===== src/rtl/replacement_template_parser_macros.svh =====
// Assertion macros for the replacement template parser.
// Included by the RTL files that carry assertions; expects clk and rst_n in scope.
`ifndef REPLACEMENT_TEMPLATE_PARSER_MACROS_SVH
`define REPLACEMENT_TEMPLATE_PARSER_MACROS_SVH

`ifndef NO_ASSERTIONS
`define RTP_ASSERT(lbl, prop) \
  lbl: assert property (@(posedge clk) disable iff (!rst_n) prop) \
    else $error("replacement_template_parser assertion failed");
`define RTP_ASSERT_ALWAYS(lbl, prop) \
  lbl: assert property (@(posedge clk) prop) \
    else $error("replacement_template_parser assertion failed");
`else
`define RTP_ASSERT(lbl, prop)
`define RTP_ASSERT_ALWAYS(lbl, prop)
`endif

`endif


===== src/rtl/rtp_pkg.sv =====
// Shared types and constants for the replacement template parser.
// No dependencies; used by every other RTL file of the block except rtp_if.sv.
package rtp_pkg;

  localparam int unsigned MAX_CAPTURES_DEF = 64;
  localparam int unsigned CFG_W            = 7;
  localparam int unsigned RES_MAX          = 3;
  localparam int unsigned FIFO_DEPTH       = 4;
  localparam int unsigned FIFO_PW          = $clog2(FIFO_DEPTH);
  localparam int unsigned FIFO_CW          = $clog2(FIFO_DEPTH + 1);

  localparam logic [7:0] CH_BSLASH = 8'h5C;
  localparam logic [7:0] CH_DOLLAR = 8'h24;
  localparam logic [7:0] CH_LBRACE = 8'h7B;
  localparam logic [7:0] CH_RBRACE = 8'h7D;
  localparam logic [7:0] CH_ZERO   = 8'h30;
  localparam logic [7:0] CH_NINE   = 8'h39;

  localparam logic [1:0] KIND_LIT  = 2'd0;
  localparam logic [1:0] KIND_REF  = 2'd1;
  localparam logic [1:0] KIND_DONE = 2'd2;
  localparam logic [1:0] KIND_ERR  = 2'd3;

  localparam logic [2:0] ERR_BAD_ESCAPE    = 3'd0;
  localparam logic [2:0] ERR_ESCAPE_AT_END = 3'd1;
  localparam logic [2:0] ERR_DOLLAR_AT_END = 3'd2;
  localparam logic [2:0] ERR_NONDIGIT      = 3'd3;
  localparam logic [2:0] ERR_UNCLOSED      = 3'd4;
  localparam logic [2:0] ERR_NO_DIGITS     = 3'd5;

  typedef enum logic [5:0] {
    MODE_NORMAL = 6'b000001,
    MODE_ESC    = 6'b000010,
    MODE_DOLLAR = 6'b000100,
    MODE_BRACE  = 6'b001000,
    MODE_DIGITS = 6'b010000,
    MODE_SKIP   = 6'b100000
  } mode_t;

  typedef struct packed {
    logic [1:0] kind;
    logic [7:0] out_byte;
    logic [5:0] capture_index;
    logic [2:0] error_code;
    logic       last;
  } result_t;

  // Results produced by one parse step, item[0] first.
  typedef struct packed {
    logic [1:0]                cnt;
    result_t [RES_MAX-1:0]     item;
  } res_bundle_t;

  function automatic result_t make_result(logic [1:0] kind, logic [7:0] byte_val,
                                          logic [5:0] idx, logic [2:0] err,
                                          logic last);
    result_t r;
    r.kind          = kind;
    r.out_byte      = byte_val;
    r.capture_index = idx;
    r.error_code    = err;
    r.last          = last;
    return r;
  endfunction

endpackage


===== src/rtl/rtp_if.sv =====
// Valid/ready channel interfaces for the template bytes and the parse results.
// Depends on nothing; payload widths are fixed by the field definitions.
interface rtp_in_if;
  logic       valid;
  logic       ready;
  logic [7:0] format_byte;
  logic       is_final;

  modport source (output valid, output format_byte, output is_final, input ready);
  modport sink   (input valid, input format_byte, input is_final, output ready);
endinterface

interface rtp_out_if;
  logic       valid;
  logic       ready;
  logic [1:0] kind;
  logic [7:0] out_byte;
  logic [5:0] capture_index;
  logic [2:0] error_code;
  logic       last;

  modport source (output valid, output kind, output out_byte, output capture_index,
                  output error_code, output last, input ready);
  modport sink   (input valid, input kind, input out_byte, input capture_index,
                  input error_code, input last, output ready);
endinterface


===== src/rtl/replacement_template_parser.sv =====
// Replacement template parser: one template byte per transfer in, literal,
// capture-reference, done and error results out.
// Path: a byte waits in the input register, and its results go through the result queue.
// Throughput: one byte per cycle while each byte yields at most one result and the
// receiver does not stall; a byte yielding more results is still taken whole, and
// later bytes then wait in the input register until the result queue has room.
// Reset (synchronous, active low): normal text mode, capture count 0, queue empty.
`include "replacement_template_parser_macros.svh"

module replacement_template_parser #(
  parameter int unsigned MAX_CAPTURES = rtp_pkg::MAX_CAPTURES_DEF
) (
  input  logic                      clk,
  input  logic                      rst_n,
  input  logic                      cfg_wr_en,
  input  logic [rtp_pkg::CFG_W-1:0] cfg_wr_data,
  rtp_in_if.sink                    in_ch,
  rtp_out_if.source                 out_ch
);

  logic                      in_vld_r, in_vld_nxt;
  logic [7:0]                in_byte_r;
  logic                      in_fin_r;
  logic [rtp_pkg::CFG_W-1:0] cap_cnt_r;
  logic                      room;
  logic                      advance;
  logic                      in_xfer;
  rtp_pkg::res_bundle_t      res;

  assign advance     = in_vld_r && room;
  assign in_ch.ready = !in_vld_r || advance;
  assign in_xfer     = in_ch.valid && in_ch.ready;
  assign in_vld_nxt  = in_xfer || (in_vld_r && !advance);

  always_ff @(posedge clk) begin
    if (!rst_n) begin
      in_vld_r  <= 1'b0;
      cap_cnt_r <= '0;
    end else begin
      in_vld_r <= in_vld_nxt;
      if (cfg_wr_en) begin
        cap_cnt_r <= cfg_wr_data;
      end
    end
  end

  always_ff @(posedge clk) begin
    if (in_xfer) begin
      in_byte_r <= in_ch.format_byte;
      in_fin_r  <= in_ch.is_final;
    end
  end

  rtp_parse #(
    .MAX_CAPTURES(MAX_CAPTURES)
  ) u_parse (
    .clk          (clk),
    .rst_n        (rst_n),
    .step         (advance),
    .byte_in      (in_byte_r),
    .fin          (in_fin_r),
    .capture_count(cap_cnt_r),
    .res          (res)
  );

  rtp_result_fifo u_fifo (
    .clk   (clk),
    .rst_n (rst_n),
    .push  (res),
    .room  (room),
    .out_ch(out_ch)
  );

  `RTP_ASSERT(a_hold_until_advance, (in_vld_r && !advance) |=> in_vld_r)
  `RTP_ASSERT(a_push_only_on_advance, (res.cnt != 2'd0) |-> advance)

endmodule


===== src/rtl/rtp_parse.sv =====
// Parse state machine: holds the mode, index accumulator and digit flag, and
// turns one template byte into up to three results. Depends on rtp_pkg.
`include "replacement_template_parser_macros.svh"

module rtp_parse #(
  parameter int unsigned MAX_CAPTURES = rtp_pkg::MAX_CAPTURES_DEF
) (
  input  logic                      clk,
  input  logic                      rst_n,
  input  logic                      step,
  input  logic [7:0]                byte_in,
  input  logic                      fin,
  input  logic [rtp_pkg::CFG_W-1:0] capture_count,
  output rtp_pkg::res_bundle_t      res
);

  localparam int unsigned AW = $clog2(MAX_CAPTURES + 1);
  localparam int unsigned PW = AW + 4;
  localparam int unsigned CW = (AW > rtp_pkg::CFG_W) ? AW : rtp_pkg::CFG_W;

  rtp_pkg::mode_t mode_r, mode_nxt;
  logic [AW-1:0]  acc_r, acc_nxt;
  logic           digit_seen_r, digit_seen_nxt;

  logic           is_digit;
  logic [AW-1:0]  acc_base;
  logic [PW-1:0]  prod;
  logic [AW-1:0]  acc_new;
  logic [CW-1:0]  cnt_eff;
  logic           ok_old;
  logic           ok_new;
  logic           do_normal;
  logic [1:0]     n;
  rtp_pkg::res_bundle_t bun;

  function automatic logic [5:0] idx_of(logic [AW-1:0] v);
    logic [CW-1:0] w;
    w = CW'(v);
    return w[5:0];
  endfunction

  assign is_digit = (byte_in >= rtp_pkg::CH_ZERO) && (byte_in <= rtp_pkg::CH_NINE);

  // A dollar starts a fresh value, so the first digit accumulates onto zero.
  assign acc_base = (mode_r == rtp_pkg::MODE_DOLLAR) ? '0 : acc_r;
  assign prod     = PW'(acc_base) * PW'(10) + PW'(byte_in[3:0]);
  assign acc_new  = (prod > PW'(MAX_CAPTURES)) ? AW'(MAX_CAPTURES) : prod[AW-1:0];

  assign cnt_eff  = (CW'(capture_count) > CW'(MAX_CAPTURES)) ? CW'(MAX_CAPTURES)
                                                              : CW'(capture_count);
  assign ok_old   = CW'(acc_r) < cnt_eff;
  assign ok_new   = CW'(acc_new) < cnt_eff;

  always_comb begin
    mode_nxt       = mode_r;
    acc_nxt        = acc_r;
    digit_seen_nxt = digit_seen_r;
    do_normal      = 1'b0;
    n              = 2'd0;
    bun            = '0;

    unique case (mode_r)
      rtp_pkg::MODE_NORMAL: begin
        do_normal = 1'b1;
      end
      rtp_pkg::MODE_ESC: begin
        if (byte_in != rtp_pkg::CH_BSLASH && byte_in != rtp_pkg::CH_DOLLAR) begin
          mode_nxt = fin ? rtp_pkg::MODE_NORMAL : rtp_pkg::MODE_SKIP;
          bun.item[n] = rtp_pkg::make_result(rtp_pkg::KIND_ERR, 8'd0, 6'd0,
                                             rtp_pkg::ERR_BAD_ESCAPE, 1'b1);
          n = n + 2'd1;
        end else begin
          mode_nxt = rtp_pkg::MODE_NORMAL;
          bun.item[n] = rtp_pkg::make_result(rtp_pkg::KIND_LIT, byte_in, 6'd0, 3'd0, 1'b0);
          n = n + 2'd1;
          if (fin) begin
            bun.item[n] = rtp_pkg::make_result(rtp_pkg::KIND_DONE, 8'd0, 6'd0, 3'd0, 1'b1);
            n = n + 2'd1;
          end
        end
      end
      rtp_pkg::MODE_DOLLAR: begin
        acc_nxt        = '0;
        digit_seen_nxt = 1'b0;
        if (byte_in == rtp_pkg::CH_LBRACE) begin
          if (fin) begin
            mode_nxt = rtp_pkg::MODE_NORMAL;
            bun.item[n] = rtp_pkg::make_result(rtp_pkg::KIND_ERR, 8'd0, 6'd0,
                                               rtp_pkg::ERR_UNCLOSED, 1'b1);
            n = n + 2'd1;
          end else begin
            mode_nxt = rtp_pkg::MODE_BRACE;
          end
        end else if (!is_digit) begin
          mode_nxt = fin ? rtp_pkg::MODE_NORMAL : rtp_pkg::MODE_SKIP;
          bun.item[n] = rtp_pkg::make_result(rtp_pkg::KIND_ERR, 8'd0, 6'd0,
                                             rtp_pkg::ERR_NO_DIGITS, 1'b1);
          n = n + 2'd1;
        end else begin
          acc_nxt        = acc_new;
          digit_seen_nxt = 1'b1;
          if (fin) begin
            mode_nxt = rtp_pkg::MODE_NORMAL;
            if (ok_new) begin
              bun.item[n] = rtp_pkg::make_result(rtp_pkg::KIND_REF, 8'd0, idx_of(acc_new),
                                                 3'd0, 1'b0);
              n = n + 2'd1;
            end
            bun.item[n] = rtp_pkg::make_result(rtp_pkg::KIND_DONE, 8'd0, 6'd0, 3'd0, 1'b1);
            n = n + 2'd1;
          end else begin
            mode_nxt = rtp_pkg::MODE_DIGITS;
          end
        end
      end
      rtp_pkg::MODE_BRACE: begin
        if (byte_in == rtp_pkg::CH_RBRACE) begin
          if (!digit_seen_r) begin
            mode_nxt = fin ? rtp_pkg::MODE_NORMAL : rtp_pkg::MODE_SKIP;
            bun.item[n] = rtp_pkg::make_result(rtp_pkg::KIND_ERR, 8'd0, 6'd0,
                                               rtp_pkg::ERR_NO_DIGITS, 1'b1);
            n = n + 2'd1;
          end else begin
            mode_nxt = rtp_pkg::MODE_NORMAL;
            if (ok_old) begin
              bun.item[n] = rtp_pkg::make_result(rtp_pkg::KIND_REF, 8'd0, idx_of(acc_r),
                                                 3'd0, 1'b0);
              n = n + 2'd1;
            end
            if (fin) begin
              bun.item[n] = rtp_pkg::make_result(rtp_pkg::KIND_DONE, 8'd0, 6'd0, 3'd0, 1'b1);
              n = n + 2'd1;
            end
          end
        end else if (!is_digit) begin
          mode_nxt = fin ? rtp_pkg::MODE_NORMAL : rtp_pkg::MODE_SKIP;
          bun.item[n] = rtp_pkg::make_result(rtp_pkg::KIND_ERR, 8'd0, 6'd0,
                                             rtp_pkg::ERR_NONDIGIT, 1'b1);
          n = n + 2'd1;
        end else begin
          acc_nxt        = acc_new;
          digit_seen_nxt = 1'b1;
          if (fin) begin
            mode_nxt = rtp_pkg::MODE_NORMAL;
            bun.item[n] = rtp_pkg::make_result(rtp_pkg::KIND_ERR, 8'd0, 6'd0,
                                               rtp_pkg::ERR_UNCLOSED, 1'b1);
            n = n + 2'd1;
          end
        end
      end
      rtp_pkg::MODE_DIGITS: begin
        if (is_digit) begin
          acc_nxt = acc_new;
          if (fin) begin
            mode_nxt = rtp_pkg::MODE_NORMAL;
            if (ok_new) begin
              bun.item[n] = rtp_pkg::make_result(rtp_pkg::KIND_REF, 8'd0, idx_of(acc_new),
                                                 3'd0, 1'b0);
              n = n + 2'd1;
            end
            bun.item[n] = rtp_pkg::make_result(rtp_pkg::KIND_DONE, 8'd0, 6'd0, 3'd0, 1'b1);
            n = n + 2'd1;
          end
        end else begin
          // The reference closes first; the terminating byte is then plain text.
          if (ok_old) begin
            bun.item[n] = rtp_pkg::make_result(rtp_pkg::KIND_REF, 8'd0, idx_of(acc_r),
                                               3'd0, 1'b0);
            n = n + 2'd1;
          end
          do_normal = 1'b1;
        end
      end
      rtp_pkg::MODE_SKIP: begin
        if (fin) begin
          mode_nxt = rtp_pkg::MODE_NORMAL;
        end
      end
      default: begin
        do_normal = 1'b1;
      end
    endcase

    if (do_normal) begin
      if (byte_in == rtp_pkg::CH_BSLASH) begin
        if (fin) begin
          mode_nxt = rtp_pkg::MODE_NORMAL;
          bun.item[n] = rtp_pkg::make_result(rtp_pkg::KIND_ERR, 8'd0, 6'd0,
                                             rtp_pkg::ERR_ESCAPE_AT_END, 1'b1);
          n = n + 2'd1;
        end else begin
          mode_nxt = rtp_pkg::MODE_ESC;
        end
      end else if (byte_in == rtp_pkg::CH_DOLLAR) begin
        if (fin) begin
          mode_nxt = rtp_pkg::MODE_NORMAL;
          bun.item[n] = rtp_pkg::make_result(rtp_pkg::KIND_ERR, 8'd0, 6'd0,
                                             rtp_pkg::ERR_DOLLAR_AT_END, 1'b1);
          n = n + 2'd1;
        end else begin
          mode_nxt       = rtp_pkg::MODE_DOLLAR;
          acc_nxt        = '0;
          digit_seen_nxt = 1'b0;
        end
      end else begin
        mode_nxt = rtp_pkg::MODE_NORMAL;
        bun.item[n] = rtp_pkg::make_result(rtp_pkg::KIND_LIT, byte_in, 6'd0, 3'd0, 1'b0);
        n = n + 2'd1;
        if (fin) begin
          bun.item[n] = rtp_pkg::make_result(rtp_pkg::KIND_DONE, 8'd0, 6'd0, 3'd0, 1'b1);
          n = n + 2'd1;
        end
      end
    end

    bun.cnt = step ? n : 2'd0;
    res     = bun;
  end

  always_ff @(posedge clk) begin
    if (!rst_n) begin
      mode_r       <= rtp_pkg::MODE_NORMAL;
      acc_r        <= '0;
      digit_seen_r <= 1'b0;
    end else if (step) begin
      mode_r       <= mode_nxt;
      acc_r        <= acc_nxt;
      digit_seen_r <= digit_seen_nxt;
    end
  end

  `RTP_ASSERT(a_acc_saturated, acc_r <= AW'(MAX_CAPTURES))
  `RTP_ASSERT(a_skip_silent, (mode_r == rtp_pkg::MODE_SKIP) |-> (res.cnt == 2'd0))
  `RTP_ASSERT(a_final_ends, (step && fin && mode_r != rtp_pkg::MODE_SKIP) |->
    ((res.cnt == 2'd1 && res.item[0].last) || (res.cnt == 2'd2 && res.item[1].last) ||
     (res.cnt == 2'd3 && res.item[2].last)))

endmodule


===== src/rtl/rtp_result_fifo.sv =====
// Result queue: takes up to three results per cycle and hands them out one
// transfer at a time on the result channel. Depends on rtp_pkg and rtp_if.
`include "replacement_template_parser_macros.svh"

module rtp_result_fifo (
  input  logic                 clk,
  input  logic                 rst_n,
  input  rtp_pkg::res_bundle_t push,
  output logic                 room,
  rtp_out_if.source            out_ch
);

  rtp_pkg::result_t                   mem_r [rtp_pkg::FIFO_DEPTH];
  logic [rtp_pkg::FIFO_PW-1:0]        rd_r, rd_nxt;
  logic [rtp_pkg::FIFO_PW-1:0]        wr_r, wr_nxt;
  logic [rtp_pkg::FIFO_CW-1:0]        cnt_r, cnt_nxt;
  logic                               pop;
  rtp_pkg::result_t                   head;

  assign pop  = out_ch.valid && out_ch.ready;
  // Space for a worst-case step must exist before the parser may advance.
  assign room = cnt_r <= rtp_pkg::FIFO_CW'(rtp_pkg::FIFO_DEPTH - rtp_pkg::RES_MAX);

  assign head                 = mem_r[rd_r];
  assign out_ch.valid         = cnt_r != '0;
  assign out_ch.kind          = head.kind;
  assign out_ch.out_byte      = head.out_byte;
  assign out_ch.capture_index = head.capture_index;
  assign out_ch.error_code    = head.error_code;
  assign out_ch.last          = head.last;

  always_comb begin
    rd_nxt  = rd_r + rtp_pkg::FIFO_PW'(pop);
    wr_nxt  = wr_r + rtp_pkg::FIFO_PW'(push.cnt);
    cnt_nxt = cnt_r + rtp_pkg::FIFO_CW'(push.cnt) - rtp_pkg::FIFO_CW'(pop);
  end

  always_ff @(posedge clk) begin
    if (!rst_n) begin
      rd_r  <= '0;
      wr_r  <= '0;
      cnt_r <= '0;
    end else begin
      rd_r  <= rd_nxt;
      wr_r  <= wr_nxt;
      cnt_r <= cnt_nxt;
    end
  end

  always_ff @(posedge clk) begin
    for (int k = 0; k < rtp_pkg::RES_MAX; k++) begin
      if (2'(k) < push.cnt) begin
        mem_r[wr_r + rtp_pkg::FIFO_PW'(k)] <= push.item[k];
      end
    end
  end

  `RTP_ASSERT(a_no_overflow, (push.cnt != 2'd0) |->
    ((cnt_r + rtp_pkg::FIFO_CW'(push.cnt)) <= rtp_pkg::FIFO_CW'(rtp_pkg::FIFO_DEPTH)))
  `RTP_ASSERT(a_cnt_tracks_ptrs, (cnt_r == '0) |-> (rd_r == wr_r))

endmodule


===== src/flat_wrapper.sv =====
// flat-port wrapper written by rule: the top's interface ports become plain ports
module replacement_template_parser_flat 
#(
  parameter int unsigned MAX_CAPTURES = rtp_pkg::MAX_CAPTURES_DEF
)
  (clk, rst_n, cfg_wr_en, cfg_wr_data, in_ch_valid, in_ch_format_byte, in_ch_is_final, in_ch_ready, out_ch_valid, out_ch_kind, out_ch_out_byte, out_ch_capture_index, out_ch_error_code, out_ch_last, out_ch_ready);
  rtp_in_if in_ch_i ();
  rtp_out_if out_ch_i ();
  input  logic clk;
  input  logic rst_n;
  input  logic cfg_wr_en;
  input  logic [rtp_pkg::CFG_W-1:0] cfg_wr_data;
  input wire logic [$bits(in_ch_i.valid)-1:0] in_ch_valid;
  input wire logic [$bits(in_ch_i.format_byte)-1:0] in_ch_format_byte;
  input wire logic [$bits(in_ch_i.is_final)-1:0] in_ch_is_final;
  output wire logic [$bits(in_ch_i.ready)-1:0] in_ch_ready;
  output wire logic [$bits(out_ch_i.valid)-1:0] out_ch_valid;
  output wire logic [$bits(out_ch_i.kind)-1:0] out_ch_kind;
  output wire logic [$bits(out_ch_i.out_byte)-1:0] out_ch_out_byte;
  output wire logic [$bits(out_ch_i.capture_index)-1:0] out_ch_capture_index;
  output wire logic [$bits(out_ch_i.error_code)-1:0] out_ch_error_code;
  output wire logic [$bits(out_ch_i.last)-1:0] out_ch_last;
  input wire logic [$bits(out_ch_i.ready)-1:0] out_ch_ready;
  assign in_ch_i.valid = in_ch_valid;
  assign in_ch_i.format_byte = in_ch_format_byte;
  assign in_ch_i.is_final = in_ch_is_final;
  assign in_ch_ready = in_ch_i.ready;
  assign out_ch_valid = out_ch_i.valid;
  assign out_ch_kind = out_ch_i.kind;
  assign out_ch_out_byte = out_ch_i.out_byte;
  assign out_ch_capture_index = out_ch_i.capture_index;
  assign out_ch_error_code = out_ch_i.error_code;
  assign out_ch_last = out_ch_i.last;
  assign out_ch_i.ready = out_ch_ready;
  replacement_template_parser #(.MAX_CAPTURES(MAX_CAPTURES)) u_core (.clk(clk), .rst_n(rst_n), .cfg_wr_en(cfg_wr_en), .cfg_wr_data(cfg_wr_data), .in_ch(in_ch_i), .out_ch(out_ch_i));
endmodule

===== config.mk =====
export PLATFORM = sky130hd
export DESIGN_NAME = replacement_template_parser_flat
export DESIGN_NICKNAME = d
export VERILOG_FILES = /design/src/rtl/rtp_pkg.sv /design/src/rtl/rtp_if.sv /design/src/rtl/replacement_template_parser.sv /design/src/rtl/rtp_parse.sv /design/src/rtl/rtp_result_fifo.sv /design/src/flat_wrapper.sv
export VERILOG_INCLUDE_DIRS = /design/src /design/src/rtl
export SDC_FILE = /design/constraint.sdc
export NUM_CORES = 1
export LEC_CHECK = 0
export ABC_AREA = 1
export ABC_CLOCK_PERIOD_IN_PS = 10450
export BUFFER_PORTS_ARGS = -buffer_cell sky130_fd_sc_hd__buf_2
export CORE_MARGIN = 5
export CORE_UTILIZATION = 25
export CTS_CLUSTER_SIZE = 8
export DETAILED_ROUTE_END_ITERATION = 8
export GPL_ROUTABILITY_DRIVEN = 0
export GPL_TIMING_DRIVEN = 0
export SLEW_MARGIN = 15
export SYNTH_ARGS = -nofsm -noshare
export SYNTH_HDL_FRONTEND = slang
export SYNTH_SLANG_ARGS = --single-unit

===== constraint.sdc =====
create_clock -name clk -period 10.45 [get_ports clk]
set_input_delay 0.5225 -clock clk [delete_from_list [all_inputs] [get_ports clk]]
set_output_delay 0.5225 -clock clk [all_outputs]
set_load 0.02 [all_outputs]

# ---- After elaboration in Yosys (flattened, before gate mapping)
# Memory sizes are Yosys's and may differ from the RTL's. A register that Yosys moved wholly into a read port is not among the register bits.
# Index checks and enable logic that the tools add are counted.
dict set report word_totals {
  ff_bits 38
  mem_bits_rw 80
  output_inout_bits 22
  memories 1
}
dict set report classes {
  n_addsub 12
  mul 1
  magnitude_cmp 20
  eq_ne 12
  muxes 123
  n_bitwise 18
  n_reduce_logical 19
}
# memory words width rd rd_clocked_by_memory_dff write_ports line
set mem_list {}
lappend mem_list {u_core.u_fifo.mem_r 4 20 1 1 3 rtp_result_fifo.sv:13} ;# rtp_pkg::result_t mem_r [rtp_pkg::FIFO_DEPTH];
# op count
set op_table {}
lappend op_table {{60-bit two-way mux} 9}
lappend op_table {{20-bit two-way mux} 23}
lappend op_table {{54-bit NOT} 4}
lappend op_table {{20-bit demux with 2-bit select} 5}
lappend op_table {{40-bit two-way mux} 5}
lappend op_table {{18-bit by 54-bit bitwise AND with 54-bit output} 3}
lappend op_table {{40-bit one-hot mux with 4 select lines} 1}
lappend op_table {{48-bit bitwise AND} 2}
lappend op_table {{48-bit NOT} 2}
lappend op_table {{7-bit two-way mux} 11}
lappend op_table {{6-bit two-way mux} 12}
lappend op_table {{60-bit bitwise mux} 1}
lappend op_table {{20-bit one-hot mux with 3 select lines} 1}
lappend op_table {{54-bit bitwise AND} 1}
lappend op_table {{2-bit two-way mux} 26}
lappend op_table {{19-bit two-way mux} 2}
lappend op_table {{6-bit one-hot mux with 5 select lines} 1}
lappend op_table {{8-bit by 7-bit equality test with 1-bit output, second input constant} 3}
lappend op_table {{12-bit bitwise OR} 2}
lappend op_table {{7-bit one-hot mux with 3 select lines} 1}
lappend op_table {{1-bit two-way mux} 19}
lappend op_table {{2-bit by 6-bit bitwise OR with 6-bit output} 3}
lappend op_table {{2-bit by 3-bit less-than comparator with 1-bit output, second input constant} 5}
lappend op_table {{7-bit less-than comparator} 2}
lappend op_table {{38 further kinds} 61}

# ---- Logic depth before layout (Yosys ltp)
dict set report depth {
  depth_word 28
  depth_mapped 44
  mapped_depth_nobuf 43
}

# ---- By module
# A second synthesis with hierarchy kept.
dict set report unflattened {
  hier_cells 1323
  area_unflattened_um2 8988.6
}
# module instances cells_per_inst area_per_inst_um2 seq_area_each_um2
set modules_own_cells {}
lappend modules_own_cells {rtp_result_fifo 1 721 5283.8 2542.4}
lappend modules_own_cells {rtp_parse 1 555 3150.5 280.3}
lappend modules_own_cells {replacement_template_parser 1 47 554.3 430.4}

# ---- Worst setup path after synthesis
# OpenSTA, ideal clock, no wires.
dict set report synth_timing {
  kind {reg-to-reg}
  from {reg u_core.u_parse.mode_r[2]}
  to {mem u_core.u_fifo.mem_r[0][0] in the netlist's numbering (enable)}
  arrival_time_ns 5.496
  t_required_ns 10.006
  setup_slack_ns 4.511
  path_stages_with_launch 37
  n_path_buf 3
  synth_period_minus_slack_ns 5.939
  path_cell_list {dfxtp_1 -> inv_1 -> nor2_1 -> nand3_2 -> buf_6 -> clkbuf_1 -> o21ai_0 -> nor2_1 -> ha_1 -> fa_1 -> nand3_1 -> nand2_1 -> xor2_1 -> inv_1 -> nor2_1 -> nand2_1 -> nand2_1 -> nand3_1 -> nor2_1 -> ha_1 -> a21oi_1 -> nor2_1 -> a211oi_1 -> nand2_1 -> nand3_2 -> nand2_1 -> inv_1 -> ha_1 -> a21oi_1 -> nor2_1 -> o21ai_0 -> nand4_2 -> nand3_2 -> inv_1 -> nand2_2 -> buf_4 -> nand3_1}
}
# element line
set synth_lines {}
lappend synth_lines {{start, declared} rtp_parse.sv:21} ;# rtp_pkg::mode_t mode_r, mode_nxt;
lappend synth_lines {{start signal, assigned} rtp_parse.sv:222} ;# mode_r <= rtp_pkg::MODE_NORMAL;
lappend synth_lines {{start signal, assigned} rtp_parse.sv:226} ;# mode_r <= mode_nxt;
lappend synth_lines {{end, declared} rtp_result_fifo.sv:13}

==> results.txt <==
* Setup repair after global routing missed its margin: false
- Final setup fails: 0
- TritonCTS built the clock tree.
* Maximum frequency from static timing analysis: roughly 130 MHz
- On the critical path, the stage with the largest delay is an instance of sky130_fd_sc_hd__nand3_1.
- The later pin in the worst-skew pair is clocked with a latency of roughly 0.43 ns.
- Number of DRC violations after detailed routing: 0
* Post-route ant nets: 0
* Cell row count: 65
- In this run the count of I/O pins placed on the die edge is between 40 and 50.
- Clock slew at reported path FFs: 0.06 ns
* Worst stage delay on the critical path: between 0.8 and 0.9 ns
- Worst-margin pin slew: around 1.2 ns
- The number of different library cells used by synthesis comes to 48.
* Category of cells accounting for the largest share of critical-path delay: simple AND/OR/NAND/NOR gates
* Sink Count: around 110
- Number of pins exceeding their max-slew limit in the final report: 0
- The flow ran to the end, and the final reports show no timing, DRC or antenna violations.
- Once the floorplan was initialized, standard cells occupied 25.3% of the core.
- Synthesized netlist cell count: 1115
* Maximum fanout encountered on the critical timing path: 19
- Placed Instance Area: roughly 8700 um2
* Max-capacitance violation count: 0
- Critical Path Sink Type: flip-flop
- Wire length of the first global-routing pass: 39.9 mm
- Setup total negative slack on the finished layout was measured at 0 ns.
- Summed over all nets, the half-perimeter wirelength after detailed placement is ~19 mm.
- Clock tree synthesis selected as its root buffer the cell sky130_fd_sc_hd__clkbuf_16.
- Overflow left after global routing: 0
- For this run, asynchronously set or reset flops after synthesis account for 0%.
* Tightest Hold Check Type: in -> reg
- Area share of the leading cell type in the synthesized netlist: 31.9%
- By count the netlist is led by sky130_fd_sc_hd__nand2_1 (333), sky130_fd_sc_hd__nor2_1 (135), sky130_fd_sc_hd__o21ai_0 (124), sky130_fd_sc_hd__inv_1 (102), sky130_fd_sc_hd__edfxtp_1 (85).
- Quantity of gates resized following cts: 0
* Required @ worst endpoint: a little over 10 ns
- Across the routed clock network, the largest skew measured is about 0.017 ns.
* Number of search-and-repair iterations in the first detailed-routing pass: 8
* Finished layout cell area: 9290 um2
* Worst ir drop on vdd: between 0.09 and 0.1 mV
- The number of hold violations in the final report came to 0.
- Together, buffers and inverters on the worst path number 6.
- The H-tree was split into 4 levels.
- The critical path is of the reg -> reg type.
* Leak: roughly 4.1 nW
* Die span in x: between 150 and 200 um
- Entering global routing, the biggest net connects 20 pins.
- The number of nets handed over by synthesis was 1172.
- Counting flops and latches in the post-synthesis netlist gives approximately 110.
- Proportion of synthesized chip area in sequential cells: 39.2%
- The worst pin sits at a relative slew slack of between 20 and 25%.
- Sorting the synthesized cells by area gives the leading types as sky130_fd_sc_hd__edfxtp_1 (32%), sky130_fd_sc_hd__nand2_1 (16%), sky130_fd_sc_hd__o21ai_0 (7.8%).
- Summed over all instances, the cell type with the most area after synthesis is sky130_fd_sc_hd__edfxtp_1.
* Category of the worst setup path launch point: flip-flop
- On the final layout, the worst hold slack is approximately 0.28 ns.
- Number of nets at the end of the flow: ~1200
- After synthesis the cells add up to about 8000 um2.
- Drt total wl: approximately 24 mm
* EDFF count, synth: 85
- Buffer levels on the longest clock path: 2
* Top-count cell post-synth: sky130_fd_sc_hd__nand2_1
- Counting stages on the worst path, the most repeated cell is sky130_fd_sc_hd__nor2_1.
- Once layout is complete, the utilization of the core stands at 29.4%.
* Buffers added on ports: 42
* Floorplan die area: ~36000 um2
- The worst path uses 75.9% of the clock period.
- At the worst endpoint, the arrival time is ~7.8 ns.
* DR WL/cell: around 15 um
* Final-layout fill cell count: around 3400
* Total setup buffers inserted after CTS: 0
- Commonest register cell after synthesis: sky130_fd_sc_hd__edfxtp_1
* Core box area: approximately 32000 um2
* Hold buffers post-CTS: 0
- Synthesized area per cell: between 7 and 8 um2
* Total via count in the routed design: 7701
- Area added between synthesis and finish: 16.2%
- Dividing the detail-routed via count by the number of cells gives about 4.8.
* Ys Warns: 0
* Vias in the first global route: about 7400
- Share of final-layout standard cells stronger than drive strength 1: between 10% and 20%
* Die height: 189 um
* Antenna violations before repair: 0
* Total clock buffers created by CTS: 17
- The worst path in the final design needs a cycle of slightly below 8 ns, including I/O delays and setup.
* Worst R2R Setup Slack: around 2.5 ns
- Total Power Consumption: ~1.6 mW
* ANT cells: 0
* Power density relative to cell area: roughly 170 nW/um2
- Global routing used approximately 14% of the available tracks.
* Initial detailed-routing violation count: 623
kinds of logic (layout without fill, tap and decap cells):
logic type,Yosys count,in the layout,share of synthesized area (%)
buffers and inverters,149,223,7.87
AND/OR/NAND/NOR,593,593,31.6
flip-flops,114,114,39.2
AO/OA/AOI/OAI,213,213,14.4
XOR/XNOR,10,10,1.10
adder cells (fa/ha/maj),36,36,5.82
cell type report:
type                    count  area, um2  area share, %
plain buffers              40        218           2.34
clock buffers              17        425           4.58
clock inverters            15        146           1.58
inverters                 109        412           4.43
multi-input cells         852       4240           45.7
flip-flops and latches    114       3130           33.7
well taps                 402        503           5.41
repair buffers             42        210           2.26
state kept, by name, indices dropped and copies added, names as in the netlist:
signal and flops:
u_core.u_fifo.mem_r 76, u_core.u_fifo.rd_r 2, u_core.u_fifo.cnt_r 3, u_core.in_fin_r 1, u_core.cap_cnt_r 7, u_core.u_fifo.wr_r 2
u_core.u_parse.acc_r 7, u_core.u_parse.mode_r 6, u_core.u_parse.digit_seen_r 1, u_core.in_byte_r 8, u_core.in_vld_r 1
final timing paths:
kind	from	end	cells after the start
max	u_core.u_parse.mode_r[1]	u_core.u_fifo.mem_r[2][1]	35
min	in_ch_format_byte[0]	u_core.in_byte_r[0]	1
max reg2reg	u_core.u_parse.mode_r[1]	u_core.u_fifo.mem_r[2][1]	35
min reg2reg	u_core.cap_cnt_r[0]	u_core.cap_cnt_r[0]	2
metrics by stage:
stage                     cells  worst slack [ns]
after floorplan            1115              4.51
after global placement     1559              2.79
after detailed placement   1559              2.62
after CTS                  1591              2.57
after global routing       1591              1.95
final                      1591              2.52
power by group:
group	internal (mW)	switching, mW
logic	0.136	0.326
clock network	0.333	0.242
registers	0.541	0.0217
per-layer routing:
metal | wire length (um) | part of all wire (%) | GRT usage (%)
met5 | 0 | 0 | 0
met4 | 629 | 2.6 | 5.52
met3 | 1350 | 5.5 | 2.19
met2 | 11200 | 46 | 22.3
met1 | 11200 | 46 | 18.9
layout by cell type (no fill, tap or decap), types with 3 or more instances in the layout:
master                         n
sky130_fd_sc_hd__buf_2        48
sky130_fd_sc_hd__clkinv_1      6
sky130_fd_sc_hd__o31ai_1       4
sky130_fd_sc_hd__nand3_2       9
sky130_fd_sc_hd__xor2_1        7
sky130_fd_sc_hd__dfxtp_1      29
sky130_fd_sc_hd__nor2_1      135
sky130_fd_sc_hd__xnor2_1       3
sky130_fd_sc_hd__o21ai_0     124
sky130_fd_sc_hd__nor3_1       27
sky130_fd_sc_hd__edfxtp_1     85
sky130_fd_sc_hd__clkinvlp_4    3
sky130_fd_sc_hd__clkbuf_16    17
sky130_fd_sc_hd__nand2_2      11
sky130_fd_sc_hd__or2_2         6
sky130_fd_sc_hd__o22ai_1      23
sky130_fd_sc_hd__inv_6         7
sky130_fd_sc_hd__nand3_1      39
sky130_fd_sc_hd__nand4_1      14
sky130_fd_sc_hd__ha_1         34
sky130_fd_sc_hd__nand3b_1      3
sky130_fd_sc_hd__nor4_1        3
sky130_fd_sc_hd__a21oi_1      47
sky130_fd_sc_hd__clkbuf_1     18
sky130_fd_sc_hd__nor2_2        5
sky130_fd_sc_hd__nand2_1     333
sky130_fd_sc_hd__inv_1       102
sky130_fd_sc_hd__buf_4        14
(Power assumes the default switching activity.)
